## src/hdl/assert_macros.svh

```systemverilog
// Assertion macros shared by the RTL. Synthesis builds see empty bodies.
`ifndef ASSERT_MACROS_SVH
`define ASSERT_MACROS_SVH

`ifndef SYNTHESIS
// Check that prop holds at every clock edge outside reset.
`define PIS_ASSERT(lbl, clk, rst, prop) \
   lbl: assert property (@(posedge clk) disable iff (rst) prop) \
      else $error("pis assertion failed");
// Check that cond never holds outside reset.
`define PIS_ASSERT_NEVER(lbl, clk, rst, cond) \
   lbl: assert property (@(posedge clk) disable iff (rst) !(cond)) \
      else $error("pis forbidden condition seen");
`else
`define PIS_ASSERT(lbl, clk, rst, prop)
`define PIS_ASSERT_NEVER(lbl, clk, rst, cond)
`endif

`endif

```

## src/hdl/pis_pkg.sv

```systemverilog
package pis_pkg;

   // Configuration register indexes
   typedef enum logic [2:0] {
      CSR_KP                 = 3'd0,
      CSR_KI                 = 3'd1,
      CSR_KD                 = 3'd2,
      CSR_SEPARATION_THRESH  = 3'd3,
      CSR_INTEGRAL_LIMIT     = 3'd4
   } csr_index_type;

   // Input word
   typedef struct packed {
      logic signed [15:0] target;
      logic signed [15:0] measure;
   } req_type;

   // Result word
   typedef struct packed {
      logic signed [31:0] drive;
      logic               integrating;
   } rsp_type;

   // Configuration registers
   typedef struct packed {
      logic signed [31:0] kp;
      logic signed [31:0] ki;
      logic signed [31:0] kd;
      logic [16:0]        separation_threshold;
      logic [30:0]        integral_limit;
   } cfg_type;

   // Error stage output: operands for the multipliers
   typedef struct packed {
      logic signed [16:0] error;
      logic signed [17:0] difference;
      logic signed [31:0] integral;
      logic               enable;
      logic               integrating;
   } err_type;

   // Product stage output
   typedef struct packed {
      logic signed [48:0] p_term;
      logic signed [63:0] i_term;
      logic signed [49:0] d_term;
      logic               integrating;
   } term_type;

endpackage

```

## src/hdl/pis_out.sv

```systemverilog
module pis_out (
   input  logic              clock,
   input  logic              load,
   input  pis_pkg::term_type term_q,
   output pis_pkg::rsp_type  rsp_ff
);

   pis_pkg::rsp_type   rsp_in;
   logic signed [63:0] sum;
   logic signed [47:0] scaled;

   always_comb begin
      sum    = 64'(term_q.p_term) + term_q.i_term + 64'(term_q.d_term);
      // drop fraction bits, rounding toward minus infinity
      scaled = sum[63:16];
      if (scaled[47:31] == {17{scaled[47]}}) begin
         rsp_in.drive = scaled[31:0];
      end else if (scaled[47]) begin
         rsp_in.drive = 32'sh8000_0000;
      end else begin
         rsp_in.drive = 32'sh7FFF_FFFF;
      end
      rsp_in.integrating = term_q.integrating;
   end

   always_ff @(posedge clock) begin
      if (load) begin
         rsp_ff <= rsp_in;
      end
   end

endmodule

```

## config.mk

```make
export PLATFORM = sky130hd
export DESIGN_NAME = pis_out
export DESIGN_NICKNAME = d
export VERILOG_FILES = /design/src/hdl/assert_macros.svh /design/src/hdl/pis_pkg.sv /design/src/hdl/pis_out.sv
export SDC_FILE = /design/constraint.sdc
export NUM_CORES = 1
export LEC_CHECK = 0
export CAP_MARGIN = 30
export CORE_MARGIN = 10
export CORE_UTILIZATION = 30
export CTS_BUF_LIST = sky130_fd_sc_hd__clkbuf_4
export DETAILED_ROUTE_END_ITERATION = 16
export DONT_BUFFER_PORTS = 1
export GPL_ROUTABILITY_DRIVEN = 0
export HOLD_SLACK_MARGIN = 0.12
export PLACE_DENSITY_LB_ADDON = 0.15
export SLEW_MARGIN = 20
export SYNTH_ARGS = -nofsm -noshare
export SYNTH_HDL_FRONTEND = slang
export SYNTH_SLANG_ARGS = --single-unit
```

## constraint.sdc

```tcl
create_clock -name clock -period 12 [get_ports clock]
set_input_delay 3 -clock clock [delete_from_list [all_inputs] [get_ports clock]]
set_output_delay 3 -clock clock [all_outputs]
set_load 0.1 [all_outputs]
```

==> results.cfg <==
[status]
outcome = completed

[cells_and_area]
drive_gt1_share_pct = 2.09
top_regs = rsp_ff x33
finalNetCount = 1153
design_area_um2 = 7490
syn_to_final_growth_pct = 3.65
top_register = rsp_ff
largest_reg_flops = 33
finalNonFillerCells = 1183
fillers = 2514

[timing]
setup_viol = 0
finalHoldWorstSlack_ns = 2.75
fin_crit_ns = 7.84
relSlewSlack_pct = 37.1
setup_tns_ns = 0
final_hold_viol_count = 0
max_slew.worst_pin.slew_ns = 0.935
max_freq_ghz = 0.127
fin_crit_sh_pct = 65.4
rsz0062_at_grt = no
drv_slew = 0

[clock_tree]
clock-root-buffer = clkbuf_4
cts_buffer_depth = 2
cts_tree = built
htree_levels = 2
clk_pin_slew_worst_paths_ns = 0.10
cts_sinks = 33
cts_setup_buffers = 0
numCtsBuffers = 5
hold_buffers = 0
post_cts_resized = 0

[place]
placed_cell_area_um2 = 7440
hpwlAfterDp_mm = 21.1
port_buffers = 0
placed_cells = 1175

[power]
total_leakage_power_nw = 3.17
netSwitchingFraction_pct = 61.0
vdd_drop_max_v = 0.0000518
power_density_nw_per_um2 = 150
combPwrFrac_pct = 60.4
pwr-share-seq_pct = 34.3
intPower_w = 0.000438
switchingPower_w = 0.000684
pwr-share-clk_pct = 5.3

[yosys]
synth_ff_type = edfxtp_1
synth-seq-area-share_pct = 13.7
yosysWarnings = 0
ys_seq_elements = 33
synthesis.nets = 1187
yosys-top-cells-area = fa_1 17%, edfxtp_1 14%, ha_1 11%
syn_inst = 897
synth_most_common_cell = a21oi_1
synth_cell_types = 67
synthTopCellsByCount = 99 x a21oi_1, 89 x inv_1, 86 x nand2_1
syn_area_um2 = 7230
synth_edf_count = 33
syn_avg_cell_area_um2 = 8.06
yosysTopAreaCellShare_pct = 17.2
ys_async_sr_fraction_pct = 0
yosysTopAreaCell = fa_1

[routing]
final_antenna_net_count = 0
vias = 6405
wl_per_cell_um = 20.3
dr.pass1.iters = 5
routed_via_density = 5.41
drt_iter0_drc = 431
drc = 0
routed_wl_mm = 24.0

[floorplanning]
die_area_um2 = 30700
row_count = 56
core_um2 = 23600
initial_core_util_pct = 30.6
fp.dieW_um = 175
die_height_um = 175
io-pin-count = 199

[critical_path]
worst-path-buf-inv = 1
worstPathRequired_ns = 12.09
arrival_ns = 7.94
cp_top_family = compound AO/OA/AOI/OAI gates
worst_setup_path_start_kind = input port
worst_path_max_delay_cell = nand4b_4
end_kind = flip-flop
path_class = in -> reg
path_cells = fa_1 -> ha_1 -> a21oi_1 -> o21ai_1 -> a31oi_1 -> o211ai_1 -> a31o_2 -> nor2b_1 -> a211oi_4 -> inv_2 -> o31a_1 -> nand4b_4 -> mux2_1
crit_path_max_fanout = 32
worst_path_largest_cell_delay_ns = 0.66

[hold_path]
hp-start = term_q[0]
hold_end = rsp_ff[0]
min_path_type = in -> reg
holdPathStages = 0

[global_route]
antenna_found_initial = 1
grt_remaining_overflow = 0
grt_pass1_wl_mm = 37.5
grt_start_max_net_pins = 34
track_usage_pct = 15.0
grt_pass1_vias = 6611

[run]
drv_cap = 0
==> routing by layer <==
metal  part of all wire, %  wire length (um)  GRT usage (%)
met2                    45             10800           24.0
met3                   7.0              1680           3.15
met5                     0                 0              0
met4                   1.1               263           2.76
met1                    47             11300           20.4
==> through the flow <==
stage	util (%)	setup slack, ns	total power [W]
3_3_place_gp	31.5	3.91	0.00106
3_5_place_dp	31.5	3.80	0.00106
6_report	31.7	4.16	0.00112
5_1_grt	31.7	3.87	0.00121
2_1_floorplan	-	5.42	0.000878
4_1_cts	31.7	4.17	0.00112
==> worst max path at each step <==
stage          startpoint    endpoint  slack, ns  cells past startpoint
6_report       term_q[49]  rsp_ff[17]       4.16                     13
4_1_cts         term_q[5]  rsp_ff[17]       4.17                     15
2_1_floorplan   term_q[7]  rsp_ff[17]       5.42                     15
3_3_place_gp   term_q[40]  rsp_ff[17]       3.91                     13
5_1_grt         term_q[5]  rsp_ff[17]       3.87                     15
3_5_place_dp   term_q[12]  rsp_ff[17]       3.80                     15
==> power groups by stage <==
stage | logic [W] | clock network, W | registers [W]
3_5_place_dp | 0.000671 | 0 | 0.000390
3_3_place_gp | 0.000674 | 0 | 0.000389
4_1_cts | 0.000675 | 0.0000625 | 0.000387
6_report | 0.000677 | 0.0000595 | 0.000385
5_1_grt | 0.000757 | 0.0000676 | 0.000389
2_1_floorplan | 0.000498 | 0 | 0.000380
==> placed cells by master, fill, tap and decap left out, types with 6 or more instances in the layout <==
| cell type | instances |
|---|---|
| nor4_1 | 7 |
| nor2_1 | 66 |
| and2_1 | 8 |
| nor3_1 | 11 |
| o31ai_1 | 7 |
| a21oi_1 | 99 |
| a211oi_1 | 6 |
| o21ai_0 | 49 |
| nand4_1 | 33 |
| nand2_1 | 86 |
| a21o_1 | 13 |
| mux2i_1 | 33 |
| and3_1 | 10 |
| nand3_1 | 14 |
| o21ai_1 | 15 |
| ha_1 | 62 |
| clkbuf_4 | 6 |
| a31oi_1 | 7 |
| fa_1 | 62 |
| o21a_1 | 8 |
| inv_1 | 89 |
| o21bai_1 | 11 |
| edfxtp_1 | 33 |
| o211ai_1 | 10 |
| xnor2_1 | 25 |
| xor2_1 | 17 |
==> logic make-up (layout without fill, tap and decap cells) <==
logic type	count (synthesis)	in the layout	synth area share, %
AOI/OAI and AO/OA	268	268	23.4
xor gates and xnor gates	42	42	5.09
adders and majority gates	124	124	27.9
buffers and inverters	131	97	7.25
DFF	33	33	13.7
muxes	34	34	4.72
other	0	1	0
and+or+nand+nor	265	265	17.9
==> layout make-up <==
type                            count  area, um2  share of cell area, %
Antenna cell                        1       2.50                 0.0334
Clock buffer                        6       45.0                  0.601
Clock inverter                      1       3.75                 0.0501
Inverter                           90        338                   4.51
Multi-Input combinational cell    733       5720                   76.3
Sequential cell                    33        991                   13.2
Tap cell                          319        399                   5.33
No activity file was read; power rests on OpenSTA's default activity.
