<file path="config.mk">
export PLATFORM = sky130hd
export DESIGN_NAME = pis_state
export DESIGN_NICKNAME = d
export VERILOG_FILES = /design/src/hdl/pis_pkg.sv /design/src/hdl/pis_state.sv
export VERILOG_INCLUDE_DIRS = /design/src /design/src/hdl
export SDC_FILE = /design/constraint.sdc
export NUM_CORES = 1
export LEC_CHECK = 0
export BUFFER_PORTS_ARGS = -buffer_cell sky130_fd_sc_hd__buf_2
export CORE_ASPECT_RATIO = 0.5
export CORE_MARGIN = 4
export CORE_UTILIZATION = 33
export CTS_BUF_LIST = sky130_fd_sc_hd__clkbuf_4 sky130_fd_sc_hd__clkbuf_8
export DETAILED_ROUTE_END_ITERATION = 7
export PLACE_DENSITY = 0.49
export SKIP_LAST_GASP = 1
export SYNTH_ARGS = -nofsm -noshare
export SYNTH_HDL_FRONTEND = slang
export SYNTH_SLANG_ARGS = --single-unit
</file>
<file path="constraint.sdc">
create_clock -name clock -period 14.3 [get_ports clock]
set_input_delay 0.715 -clock clock [delete_from_list [all_inputs] [get_ports clock]]
set_output_delay 0.715 -clock clock [all_outputs]
set_load 0.02 [all_outputs]
</file>
<file path="src/hdl/assert_macros.svh">
// Assertion macros shared by the RTL. Synthesis builds see empty bodies.
`ifndef ASSERT_MACROS_SVH
`define ASSERT_MACROS_SVH

`ifndef SYNTHESIS
// Check that prop holds at every clock edge outside reset.
`define PIS_ASSERT(lbl, clk, rst, prop) \
   lbl: assert property (@(posedge clk) disable iff (rst) prop) \
      else $error("pis assertion failed");
// Check that cond never holds outside reset.
`define PIS_ASSERT_NEVER(lbl, clk, rst, cond) \
   lbl: assert property (@(posedge clk) disable iff (rst) !(cond)) \
      else $error("pis forbidden condition seen");
`else
`define PIS_ASSERT(lbl, clk, rst, prop)
`define PIS_ASSERT_NEVER(lbl, clk, rst, cond)
`endif

`endif

</file>
<file path="src/hdl/pis_pkg.sv">
package pis_pkg;

   // Configuration register indexes
   typedef enum logic [2:0] {
      CSR_KP                 = 3'd0,
      CSR_KI                 = 3'd1,
      CSR_KD                 = 3'd2,
      CSR_SEPARATION_THRESH  = 3'd3,
      CSR_INTEGRAL_LIMIT     = 3'd4
   } csr_index_type;

   // Input word
   typedef struct packed {
      logic signed [15:0] target;
      logic signed [15:0] measure;
   } req_type;

   // Result word
   typedef struct packed {
      logic signed [31:0] drive;
      logic               integrating;
   } rsp_type;

   // Configuration registers
   typedef struct packed {
      logic signed [31:0] kp;
      logic signed [31:0] ki;
      logic signed [31:0] kd;
      logic [16:0]        separation_threshold;
      logic [30:0]        integral_limit;
   } cfg_type;

   // Error stage output: operands for the multipliers
   typedef struct packed {
      logic signed [16:0] error;
      logic signed [17:0] difference;
      logic signed [31:0] integral;
      logic               enable;
      logic               integrating;
   } err_type;

   // Product stage output
   typedef struct packed {
      logic signed [48:0] p_term;
      logic signed [63:0] i_term;
      logic signed [49:0] d_term;
      logic               integrating;
   } term_type;

endpackage

</file>
<file path="src/hdl/pis_state.sv">
`include "assert_macros.svh"

module pis_state (
   input  logic             clock,
   input  logic             reset,
   input  logic             load,
   input  pis_pkg::req_type req_q,
   input  pis_pkg::cfg_type cfg,
   output pis_pkg::err_type err_ff
);

   logic signed [16:0] prev_error_ff;
   logic signed [16:0] prev_error_in;
   logic signed [31:0] integral_ff;
   logic signed [31:0] integral_in;
   logic               enable_ff;
   logic               enable_in;
   pis_pkg::err_type   err_in;

   logic signed [16:0] error;
   logic signed [17:0] difference;
   logic [16:0]        magnitude;
   logic               in_band;
   logic signed [32:0] acc;
   logic signed [32:0] limit_pos;
   logic signed [32:0] limit_neg;
   logic signed [32:0] clamped;

   always_comb begin
      error      = $signed({req_q.target[15], req_q.target})
                 - $signed({req_q.measure[15], req_q.measure});
      difference = $signed({error[16], error}) - $signed({prev_error_ff[16], prev_error_ff});
      magnitude  = error[16] ? 17'(-error) : error;
      in_band    = (magnitude <= cfg.separation_threshold);

      acc       = $signed({integral_ff[31], integral_ff}) + $signed({{16{error[16]}}, error});
      limit_pos = $signed({2'b00, cfg.integral_limit});
      limit_neg = -limit_pos;
      if (acc > limit_pos) begin
         clamped = limit_pos;
      end else if (acc < limit_neg) begin
         clamped = limit_neg;
      end else begin
         clamped = acc;
      end

      // integrate only inside the separation band
      prev_error_in = error;
      enable_in     = in_band;
      integral_in   = in_band ? clamped[31:0] : integral_ff;

      err_in.error       = error;
      err_in.difference  = difference;
      err_in.integral    = integral_ff;
      err_in.enable      = enable_ff;
      err_in.integrating = in_band;
   end

   always_ff @(posedge clock) begin
      if (reset) begin
         prev_error_ff <= '0;
         integral_ff   <= '0;
         enable_ff     <= 1'b0;
      end else if (load) begin
         prev_error_ff <= prev_error_in;
         integral_ff   <= integral_in;
         enable_ff     <= enable_in;
      end
   end

   always_ff @(posedge clock) begin
      if (load) begin
         err_ff <= err_in;
      end
   end

   `PIS_ASSERT(a_flag_matches_word, clock, reset, load |=> (enable_ff == err_ff.integrating))
   `PIS_ASSERT(a_integral_clamped, clock, reset,
      (load && in_band) |=>
         (($signed({integral_ff[31], integral_ff}) <=
           $signed({2'b00, $past(cfg.integral_limit)})) &&
          ($signed({integral_ff[31], integral_ff}) >=
           $signed(33'd0 - {2'b00, $past(cfg.integral_limit)}))))

endmodule

</file>
==> impl_metrics.tcl, run 1 <==
set metrics [dict create \
    seqPwrFrac_pct 21.0 \
    path_max_fanout 42 \
    setup-violations-final 0 \
    cts_buffers 17 \
    holdWs_ps 440 \
    synth_top_area_share_pct 19.6 \
    synth_common_cells "ha_1 (144), inv_1 (132), nand2_1 (91)" \
    synth_top_family_by_area "adder cells" \
    layout-drive-gt1-share_pct 15.5 \
    hold_path_class "reg2reg" \
    clock_sinks 119 \
    leakage_nw 5.64 \
    vias 9243 \
    dr.pass1.iters 5 \
    r2r_cells 23 \
    ios 248 \
    coreArea_mm2 0.0309 \
    p_sw_share_pct 47.9 \
    grt_setup_unrepaired "no" \
    cts_tree "done" \
    final-hold-violation-count 0 \
    cap_violations 0 \
    synthesis.area_mm2 0.0106 \
    yosysMostFrequentCell "ha_1" \
    initial_utilization_pct 34.1 \
    use_met2_pct 30.6 \
    max_freq_mhz 114 \
    ys_ff_latch 119 \
    die_w_um 261 \
    grt_use_met3_pct 3.26 \
    finalSetupTns_ps 0 \
    htree_levels 4 \
    yosys.area.top_type "edfxtp_1" \
    synth.distinct_cells 77 \
    hold_end "err_ff[1]" \
    period_share_pct 61.6 \
    path_class "in2reg" \
    critPathArrivalTime_ps 9170 \
    gp_congestion 0.920 \
    ctsResizeCount 0 \
    synth_compound_area_share_pct 17.3 \
    synthAdderAreaFrac_pct 17.7 \
    grt-busiest-layer "met2" \
    clock-skew-final_ps 14.4 \
    synthSimpleGateAreaFrac_pct 16.3 \
    hpwl_um 24800 \
    die-area_mm2 0.0351 \
    status "complete, no violations" \
    num_rows 45 \
    setup_slack_ps 5500 \
    synthesis.nets 1534 \
    vdd_ir_drop_max_v 0.000134 \
    max_stage_delay_ps 560 \
    grt_max_degree 71 \
    grt-ovfl-total 0 \
    clockBufferDepth 2 \
    cts.clk_slew.worst_paths_ps 90 \
    syn_avg_cell_area_um2 8.73 \
    critPathLaunchType "input pin" \
    cp_num_buf_inv 3 \
    ys.flop_type "edfxtp_1" \
    crit_family "compound AO/OA/AOI/OAI gates" \
    grt_util_met1_pct 23.2 \
    clock_latency_ps 490 \
    powerDensity_mw_per_mm2 208 \
    whs_path_depth 0 \
    grtUsageTotal_pct 18.0 \
    hold_start "enable_ff" \
    io_buffers 151 \
    dp_cells 1764 \
    final.min_clock_period_ps 8800 \
    r2r_start "integral_ff[0]" \
    synth-edff-count 69 \
    route.antenna.remaining_nets 0 \
    avgRoutedWirePerCell_um 17.4 \
    routed_wl_um 31200 \
    drc 0 \
    viasPerCell 5.14 \
    drv_slew 0 \
    yosysWarningCount 0 \
    syn2layout_area_growth_pct 15.9 \
    internal_power_mw 1.33 \
    layout.nets 1686 \
    cts_setup_buffers 0 \
    first_global_vias 9281 \
    synthMuxAreaShare_pct 5.87 \
    hold_buffers 0 \
    synthArstFlopShare_pct 0 \
    slew_headroom_pct 33.7 \
    drtIter0Drc 413 \
    power.total_mw 2.55 \
    final_cell_count_no_fill 1797 \
    ys_seq_area_share_pct 29.1 \
    antenna_found_initial 1 \
    synth_xor_area_share_pct 7.39 \
    place_ws_ps 4930 \
    slowest_stage "a2111oi_0" \
    cts-root-buf "clkbuf_8" \
    grt_pass1_wl_um 49400 \
    tightest_slew_ps 990 \
    dieHeight_um 134 \
    end_kind "flip-flop" \
    syn_inst 1208 \
    p_comb_share_pct 65.7 \
    reg2reg_to "integral_ff[8]" \
    reg2reg_slack_ps 7870 \
    p_sw_mw 1.22 \
    synthTopCellsByArea "edfxtp_1 (20%), ha_1 (17%), dfxtp_1 (9.5%)" \
    critPathRequiredTime_ps 14670 \
    clkPwrFrac_pct 13.3 \
]
[power by group through the flow]
stage / Clock, mW / Sequential [mW] / Combinational, mW
2_1_floorplan: 0 / 0.586 / 1.21
3_3_place_gp: 0 / 0.543 / 1.65
3_5_place_dp: 0 / 0.545 / 1.67
4_1_cts: 0.350 / 0.538 / 1.68
5_1_grt: 0.364 / 0.546 / 1.88
6_report: 0.337 / 0.535 / 1.67
[cells by family (layout without fill, tap and decap cells)]
group                      count (synthesis)  in the layout
and+or+nand+nor                          345            345
AOI/OAI and AO/OA                        278            278
buffers and inverters                    168            333
adders and majority gates                148            148
DFF                                      119            119
xor gates and xnor gates                  89             89
muxes                                     61             61
other                                      0              1
[final cells by class]
cell class	count	area [um2]
antenna	1	2.50
clock buffer	18	241
clock inverter	14	174
fill	3148	18700
inverter	133	499
multi-input combinational	921	6830
sequential	119	3070
tap	423	529
timing repair buffer	168	886
[worst max path at each step]
stage                     startpoint              end  cells after the start
after detailed placement    req_q[0]  integral_ff[18]                     37
after floorplan             req_q[2]  integral_ff[13]                     38
after global placement      req_q[0]  integral_ff[18]                     37
final                       req_q[0]  integral_ff[18]                     37
after global routing        req_q[0]  integral_ff[18]                     37
after CTS                   req_q[0]  integral_ff[18]                     37
[stage by stage]
step | util, % | instance area, um2
after CTS | 39.6 | 12200
after detailed placement | 38.2 | 11800
after global placement | 38.2 | 11800
after global routing | 39.6 | 12200
final | 39.6 | 12200
after floorplan | - | 10600
[cell usage in the layout, fill, tap and decap left out, types with 4 or more instances in the layout]
cell / instances
a21oi_1: 70
o31ai_1: 10
clkinvlp_4: 4
mux2_1: 7
a221o_1: 5
xnor2_1: 72
o21ai_1: 33
nor2b_1: 10
ha_1: 144
o21a_1: 9
nor2_1: 85
buf_4: 18
nand4_1: 18
a311oi_1: 5
xor2_1: 17
o21ai_0: 38
nand3_1: 32
a311o_1: 5
a31oi_1: 8
or3_1: 15
o21bai_1: 5
mux2i_1: 54
a21o_1: 32
nor4_1: 13
and3_1: 10
edfxtp_1: 69
o211ai_1: 6
and2_1: 5
nand2b_1: 11
dfxtp_1: 50
o2111ai_1: 4
nand2_1: 91
and4_1: 5
inv_1: 132
a211oi_1: 15
nor3_1: 28
buf_2: 150
clkbuf_8: 17
[registers in the layout (all words and copies together) (netlist names)]
| name | count |
|---|---|
| enable_ff | 1 |
| err_ff | 69 |
| integral_ff | 32 |
| prev_error_ff | 17 |
[routing by layer]
| layer | up-vias | share of wire [%] |
|---|---|---|
| li1 | 4684 | - |
| met1 | 4385 | 47 |
| met2 | 146 | 47 |
| met3 | 28 | 4.0 |
| met4 | 0 | 1.6 |
| met5 | - | 0 |
Note: power is estimated with default switching activity, not from simulation.
==> run 2, diff against run 1 <==
--- a/config.mk
+++ b/config.mk
@@ -6,13 +6,14 @@
 export SDC_FILE = /design/constraint.sdc
 export NUM_CORES = 1
 export LEC_CHECK = 0
+export ABC_AREA = 1
 export BUFFER_PORTS_ARGS = -buffer_cell sky130_fd_sc_hd__buf_2
 export CORE_ASPECT_RATIO = 0.5
 export CORE_MARGIN = 4
 export CORE_UTILIZATION = 33
 export CTS_BUF_LIST = sky130_fd_sc_hd__clkbuf_4 sky130_fd_sc_hd__clkbuf_8
 export DETAILED_ROUTE_END_ITERATION = 7
-export PLACE_DENSITY = 0.49
+export PLACE_DENSITY = 0.51
 export SKIP_LAST_GASP = 1
 export SYNTH_ARGS = -nofsm -noshare
 export SYNTH_HDL_FRONTEND = slang
==> constraint.sdc (replaced) <==
create_clock -name clock -period 7.2 [get_ports clock]
set_input_delay 0.36 -clock clock [delete_from_list [all_inputs] [get_ports clock]]
set_output_delay 0.36 -clock clock [all_outputs]
set_load 0.02 [all_outputs]
==> impl_metrics.tcl, run 2 <==
set metrics [dict create \
    antenna_found_initial 0 \
    viasPerCell 4.70 \
    mostFrequentLayoutCell "nand2_1" \
    synthTopCellsByArea "edfxtp_1 (18%), ha_1 (16%), nand2_1 (12%)" \
    ys_ff_latch 119 \
    r2r_start "integral_ff[0]" \
    clock-skew-final_ps 14.4 \
    htree_levels 4 \
    path_class "in2reg" \
    p_sw_mw 2.46 \
    max_stage_delay_ps 420 \
    syn2layout_area_growth_pct 15.8 \
    hold_path_class "in2reg" \
    synth-edff-count 69 \
    internal_power_mw 2.47 \
    setup-violations-final 0 \
    cts-root-buf "clkbuf_8" \
    finalSetupTns_ps 0 \
    synth_common_cells "nand2_1 (363), inv_1 (259), ha_1 (144)" \
    place_ws_ps 643 \
    avgRoutedWirePerCell_um 15.5 \
    syn_avg_cell_area_um2 7.28 \
    period_share_pct 86.7 \
    cts_setup_buffers 0 \
    layout.nets 2063 \
    final-hold-violation-count 0 \
    seqPwrFrac_pct 20.5 \
    hpwl_um 28000 \
    synthesis.nets 1899 \
    yosys.area.top_type "edfxtp_1" \
    routed_wl_um 34300 \
    coreArea_mm2 0.0336 \
    hold_buffers 0 \
    yosysMostFrequentCell "nand2_1" \
    grt_max_degree 51 \
    synth_top_area_share_pct 18.1 \
    ios 248 \
    clkPwrFrac_pct 13.4 \
    drv_slew 0 \
    largest_reg_flops 69 \
    initial_utilization_pct 34.0 \
    num_rows 47 \
    leakage_nw 6.81 \
    path_max_fanout 14 \
    drtIter0Drc 618 \
    gp_congestion 0.902 \
    ctsResizeCount 0 \
    critical_path.startpoint "req_q[0]" \
    dieHeight_um 140 \
    drc 0 \
    num-fill-cells 3644 \
    largest-register "err_ff" \
    critPathRequiredTime_ps 7590 \
    slew_headroom_pct 50.7 \
    crit_path_frequent_cell "nand2_1" \
    final_util_pct 39.4 \
    clockBufferDepth 2 \
    reg2reg_to "integral_ff[0]" \
    layout_common_cells "nand2_1 (363), inv_1 (259), buf_2 (150), ha_1 (144), a21oi_1 (119)" \
    top_regs "err_ff: 69 flops, integral_ff: 32 flops, prev_error_ff: 17 flops" \
    critPathArrivalTime_ps 6630 \
    critPathLaunchType "input pin" \
    ys.flop_type "edfxtp_1" \
    first_global_vias 10300 \
    p_comb_share_pct 66.1 \
    r2r_cells 29 \
    syn_inst 1573 \
    multi_input_area_mm2 0.00719 \
    slowest_stage "ha_1" \
    power.total_mw 4.93 \
    grt-ovfl-total 0 \
    antenna_cells 0 \
    dr.pass1.iters 5 \
    cts_tree "done" \
    grt_pass1_wl_um 55100 \
    grtUsageTotal_pct 18.2 \
    vdd_ir_drop_max_v 0.000187 \
    clock_sinks 119 \
    synth.distinct_cells 56 \
    yosysWarningCount 0 \
    end_kind "flip-flop" \
    die_w_um 271 \
    ys_seq_area_share_pct 26.8 \
    p_sw_share_pct 50.0 \
    cap_violations 0 \
    synthArstFlopShare_pct 0 \
    powerDensity_mw_per_mm2 372 \
    io_buffers 151 \
    status "complete, no violations" \
    vias 10400 \
    setup_slack_ps 960 \
    cts.clk_slew.worst_paths_ps 70 \
    grt_setup_unrepaired "no" \
    layout-drive-gt1-share_pct 18.5 \
    route.antenna.remaining_nets 0 \
    final.min_clock_period_ps 6240 \
    clock_latency_ps 460 \
    tightest_slew_ps 739 \
    reg2reg_slack_ps 2280 \
    die-area_mm2 0.0379 \
    cts_buffers 17 \
    seq_area_mm2 0.00307 \
    max_freq_mhz 160 \
    endpoint "integral_ff[0]" \
    synthesis.area_mm2 0.0115 \
]
-- run 2: cell count changes after synthesis, sizes merged, moves of 13 or more --
cell / before / now
nand2: 92 / 382
inv: 133 / 274
nand3: 33 / 141
a21oi: 71 / 140
xnor2: 72 / 17
mux2i: 54 / 0
xor2: 17 / 66
a21o: 32 / 8
or3: 16 / 0
o21ai: 71 / 58
-- run 2: worst min-delay path by stage --
stage / startpoint / end / slack, ps / depth (start not counted)
floorplan: enable_ff / err_ff[1] / 410 / 0
global placement: enable_ff / err_ff[1] / 420 / 0
detailed placement: enable_ff / err_ff[1] / 420 / 0
CTS: cfg[0] / integral_ff[0] / 310 / 5
global route: req_q[0] / prev_error_ff[0] / 330 / 3
finish: req_q[0] / prev_error_ff[0] / 360 / 3
-- run 2: cells by family after synthesis --
group | after synthesis | share of synthesized area, %
simple gates | 676 | 27.6
buf+inv | 305 | 10.4
compound gates | 243 | 12.6
fa+ha+maj | 147 | 16.3
flops | 119 | 26.8
xor+xnor | 83 | 6.35
-- run 2: area by class of cell --
type | count | area share, %
inverters | 276 | 7.82
repair buffers | 174 | 7.12
multi-input cells | 1149 | 54.2
flip-flops and latches | 119 | 23.2
clock buffers | 25 | 2.36
well taps | 465 | 4.39
clock inverters | 7 | 0.897
-- run 2: worst max-delay path, delay by kind of cell --
family,cells,cell delay [ps]
AO/OA/AOI/OAI,6,1350
XOR/XNOR,2,570
adder cells (fa/ha/maj),4,1250
buffers and inverters,7,890
AND/OR/NAND/NOR,19,2170
-- run 2: power by group through the flow --
stage	registers, mW	clock network, mW	logic (mW)
2_1_floorplan	1.12	0	2.31
3_3_place_gp	1.03	0	3.25
3_5_place_dp	1.03	0	3.27
4_1_cts	1.02	0.688	3.29
5_1_grt	1.03	0.714	3.70
6_report	1.01	0.662	3.26
-- run 2: per-layer routing --
layer	GRT usage (%)	vias to the layer above	routed length, um
met1	24.1	4723	16600
met3	3.10	23	1240
met5	0	-	0
met4	3.58	0	354
met2	31.5	161	16100
li1	-	5502	-
-- run 2: stage by stage --
step                      std cells  cell area [um2]  hold slack (ps)
after detailed placement       2183            12800              421
after floorplan                1573            11500              409
after global placement         2183            12800              420
after global routing           2215            13300              335
final                          2215            13300              360
after CTS                      2215            13300              306
==> run 3, diff against run 2 <==
--- a/config.mk
+++ b/config.mk
@@ -6,14 +6,13 @@
 export SDC_FILE = /design/constraint.sdc
 export NUM_CORES = 1
 export LEC_CHECK = 0
-export ABC_AREA = 1
 export BUFFER_PORTS_ARGS = -buffer_cell sky130_fd_sc_hd__buf_2
 export CORE_ASPECT_RATIO = 0.5
 export CORE_MARGIN = 4
-export CORE_UTILIZATION = 33
+export CORE_UTILIZATION = 51
 export CTS_BUF_LIST = sky130_fd_sc_hd__clkbuf_4 sky130_fd_sc_hd__clkbuf_8
 export DETAILED_ROUTE_END_ITERATION = 7
-export PLACE_DENSITY = 0.51
+export PLACE_DENSITY = 0.75
 export SKIP_LAST_GASP = 1
 export SYNTH_ARGS = -nofsm -noshare
 export SYNTH_HDL_FRONTEND = slang
==> impl_metrics.tcl, run 3 (synthesis results as in run 1) <==
set metrics [dict create \
    layout-drive-gt1-share_pct 26.7 \
    antenna_cells 0 \
    critPathRequiredTime_ps 7550 \
    largest_reg_flops 69 \
    slew_headroom_pct 21.1 \
    seqPwrFrac_pct 17.7 \
    tightest_slew_ps 1180 \
    finalSetupTns_ps 0 \
    dr.pass1.iters 5 \
    power.total_mw 6.17 \
    r2r_cells 26 \
    period_share_pct 95.9 \
    mostFrequentLayoutCell "buf_4" \
    route.antenna.remaining_nets 0 \
    max_stage_delay_ps 360 \
    p_comb_share_pct 70.4 \
    reg2reg_slack_ps 1640 \
    drtIter0Drc 787 \
    vdd_ir_drop_max_v 0.000276 \
    p_sw_mw 2.73 \
    hold_path_class "in2reg" \
    initial_utilization_pct 53.1 \
    reg2reg_to "integral_ff[29]" \
    first_global_vias 10200 \
    r2r_start "integral_ff[0]" \
    critPathLaunchType "input pin" \
    path_max_fanout 7 \
    clock_sinks 119 \
    cts_tree "done" \
    grt_max_degree 72 \
    drc 0 \
    vias 10300 \
    hpwl_um 25300 \
    htree_levels 4 \
    path_class "in2reg" \
    end_kind "flip-flop" \
    largest-register "err_ff" \
    grtUsageTotal_pct 27.4 \
    clockBufferDepth 2 \
    drv_slew 0 \
    cap_violations 0 \
    die_w_um 211 \
    antenna_found_initial 0 \
    layout.nets 1833 \
    clkPwrFrac_pct 11.9 \
    top_regs "err_ff: 69 flops, integral_ff: 32 flops, prev_error_ff: 17 flops" \
    layout_common_cells "buf_4 (155), buf_2 (150), ha_1 (135), inv_1 (131), nand2_1 (91)" \
    die-area_mm2 0.0232 \
    status "complete, no violations" \
    final-hold-violation-count 0 \
    leakage_nw 6.46 \
    clock-skew-final_ps 7.70 \
    cts_buffers 17 \
    io_buffers 151 \
    viasPerCell 5.75 \
    routed_wl_um 32600 \
    p_sw_share_pct 44.2 \
    max_freq_mhz 145 \
    powerDensity_mw_per_mm2 454 \
    critical_path.startpoint "req_q[0]" \
    hold_buffers 0 \
    cts.clk_slew.worst_paths_ps 70 \
    dieHeight_um 110 \
    cp_num_buf_inv 7 \
    clock_latency_ps 470 \
    slowest_stage "ha_1" \
    num_rows 36 \
    cts-root-buf "clkbuf_8" \
    grt_pass1_wl_um 50600 \
    internal_power_mw 3.44 \
    endpoint "integral_ff[30]" \
    crit_family "compound AO/OA/AOI/OAI gates" \
    avgRoutedWirePerCell_um 18.3 \
    syn2layout_area_growth_pct 28.8 \
    gp_congestion 0.995 \
    final.min_clock_period_ps 6910 \
    ios 248 \
    coreArea_mm2 0.0199 \
    grt-ovfl-total 0 \
    num-fill-cells 1566 \
    path_depth 40 \
    critPathArrivalTime_ps 7260 \
    setup-violations-final 0 \
]
[run 3: per-stage QoR]
| stage | utilization, % | worst slack (ps) | std cells | cell area (um2) | hold WS (ps) |
|---|---|---|---|---|---|
| after CTS | 66.3 | 12.7 | 1770 | 13200 | 153 |
| after detailed placement | 63.6 | -550 | 1734 | 12600 | 424 |
| after global routing | 68.4 | -116 | 1786 | 13600 | 185 |
| after floorplan | - | 50.1 | 1208 | 10600 | 409 |
| after global placement | 63.6 | -368 | 1734 | 12600 | 420 |
| final | 68.4 | 292 | 1786 | 13600 | 179 |
[run 3: power groups by stage]
stage / Combinational [mW] / Clock [mW] / Sequential [mW]
2_1_floorplan: 2.40 / 0 / 1.16
3_3_place_gp: 3.81 / 0 / 1.09
3_5_place_dp: 3.93 / 0 / 1.09
4_1_cts: 3.98 / 0.745 / 1.08
5_1_grt: 4.73 / 0.778 / 1.11
6_report: 4.35 / 0.734 / 1.09
[run 3: per-layer routing]
layer  share of wire (%)  track usage (%)
met5                   0                0
met4                 3.2             10.6
met3                 6.1             4.25
met2                  47             47.2
met1                  44             35.2
[run 3: worst min-delay path by stage]
stage / start / endpoint / slack [ps] / cells after the start
global route: cfg[16] / integral_ff[16] / 190 / 3
CTS: cfg[16] / integral_ff[16] / 150 / 3
global placement: enable_ff / err_ff[1] / 420 / 0
floorplan: enable_ff / err_ff[1] / 410 / 0
finish: cfg[16] / integral_ff[16] / 180 / 3
detailed placement: enable_ff / err_ff[1] / 420 / 0
[run 3: layout make-up]
type / instances / area [um2] / share of cell area [%]
multi-input combinational: 921 / 7100 / 52.2
sequential: 119 / 3070 / 22.6
timing repair buffer: 315 / 2120 / 15.6
inverter: 133 / 503 / 3.70
tap: 266 / 333 / 2.45
clock buffer: 20 / 269 / 1.98
clock inverter: 12 / 196 / 1.45
[run 3: timing repair]
| action | CTS | global route |
|---|---|---|
| cloned | 0 | 2 |
| resized for setup | 6 | 52 |
| pin swaps | 0 | 29 |
| setup endpoints to repair | 12 | 32 |
| buffers inserted | 4 | 14 |
| hold endpoints to repair | 0 | 0 |
[run 3: worst register-to-register path: stages (launching register included)]
cell       delay (ps)
dfxtp_1           370
ha_1              210
inv_1              60
fa_1              400
nor2b_1           160
o31a_1            180
a21oi_2            80
buf_4             150
o2111a_1          280
o21ai_0           210
xor2_1            320
ha_1              310
nand4_1           170
nor2_1             90
o311ai_1           90
a21oi_1           180
a2111oi_1         390
buf_4             190
nor4_1             40
nor3_1            300
maj3_1            270
nand2_1           110
a31oi_4           230
buf_4             220
buf_12            130
mux2i_1           210
o21ai_1            80
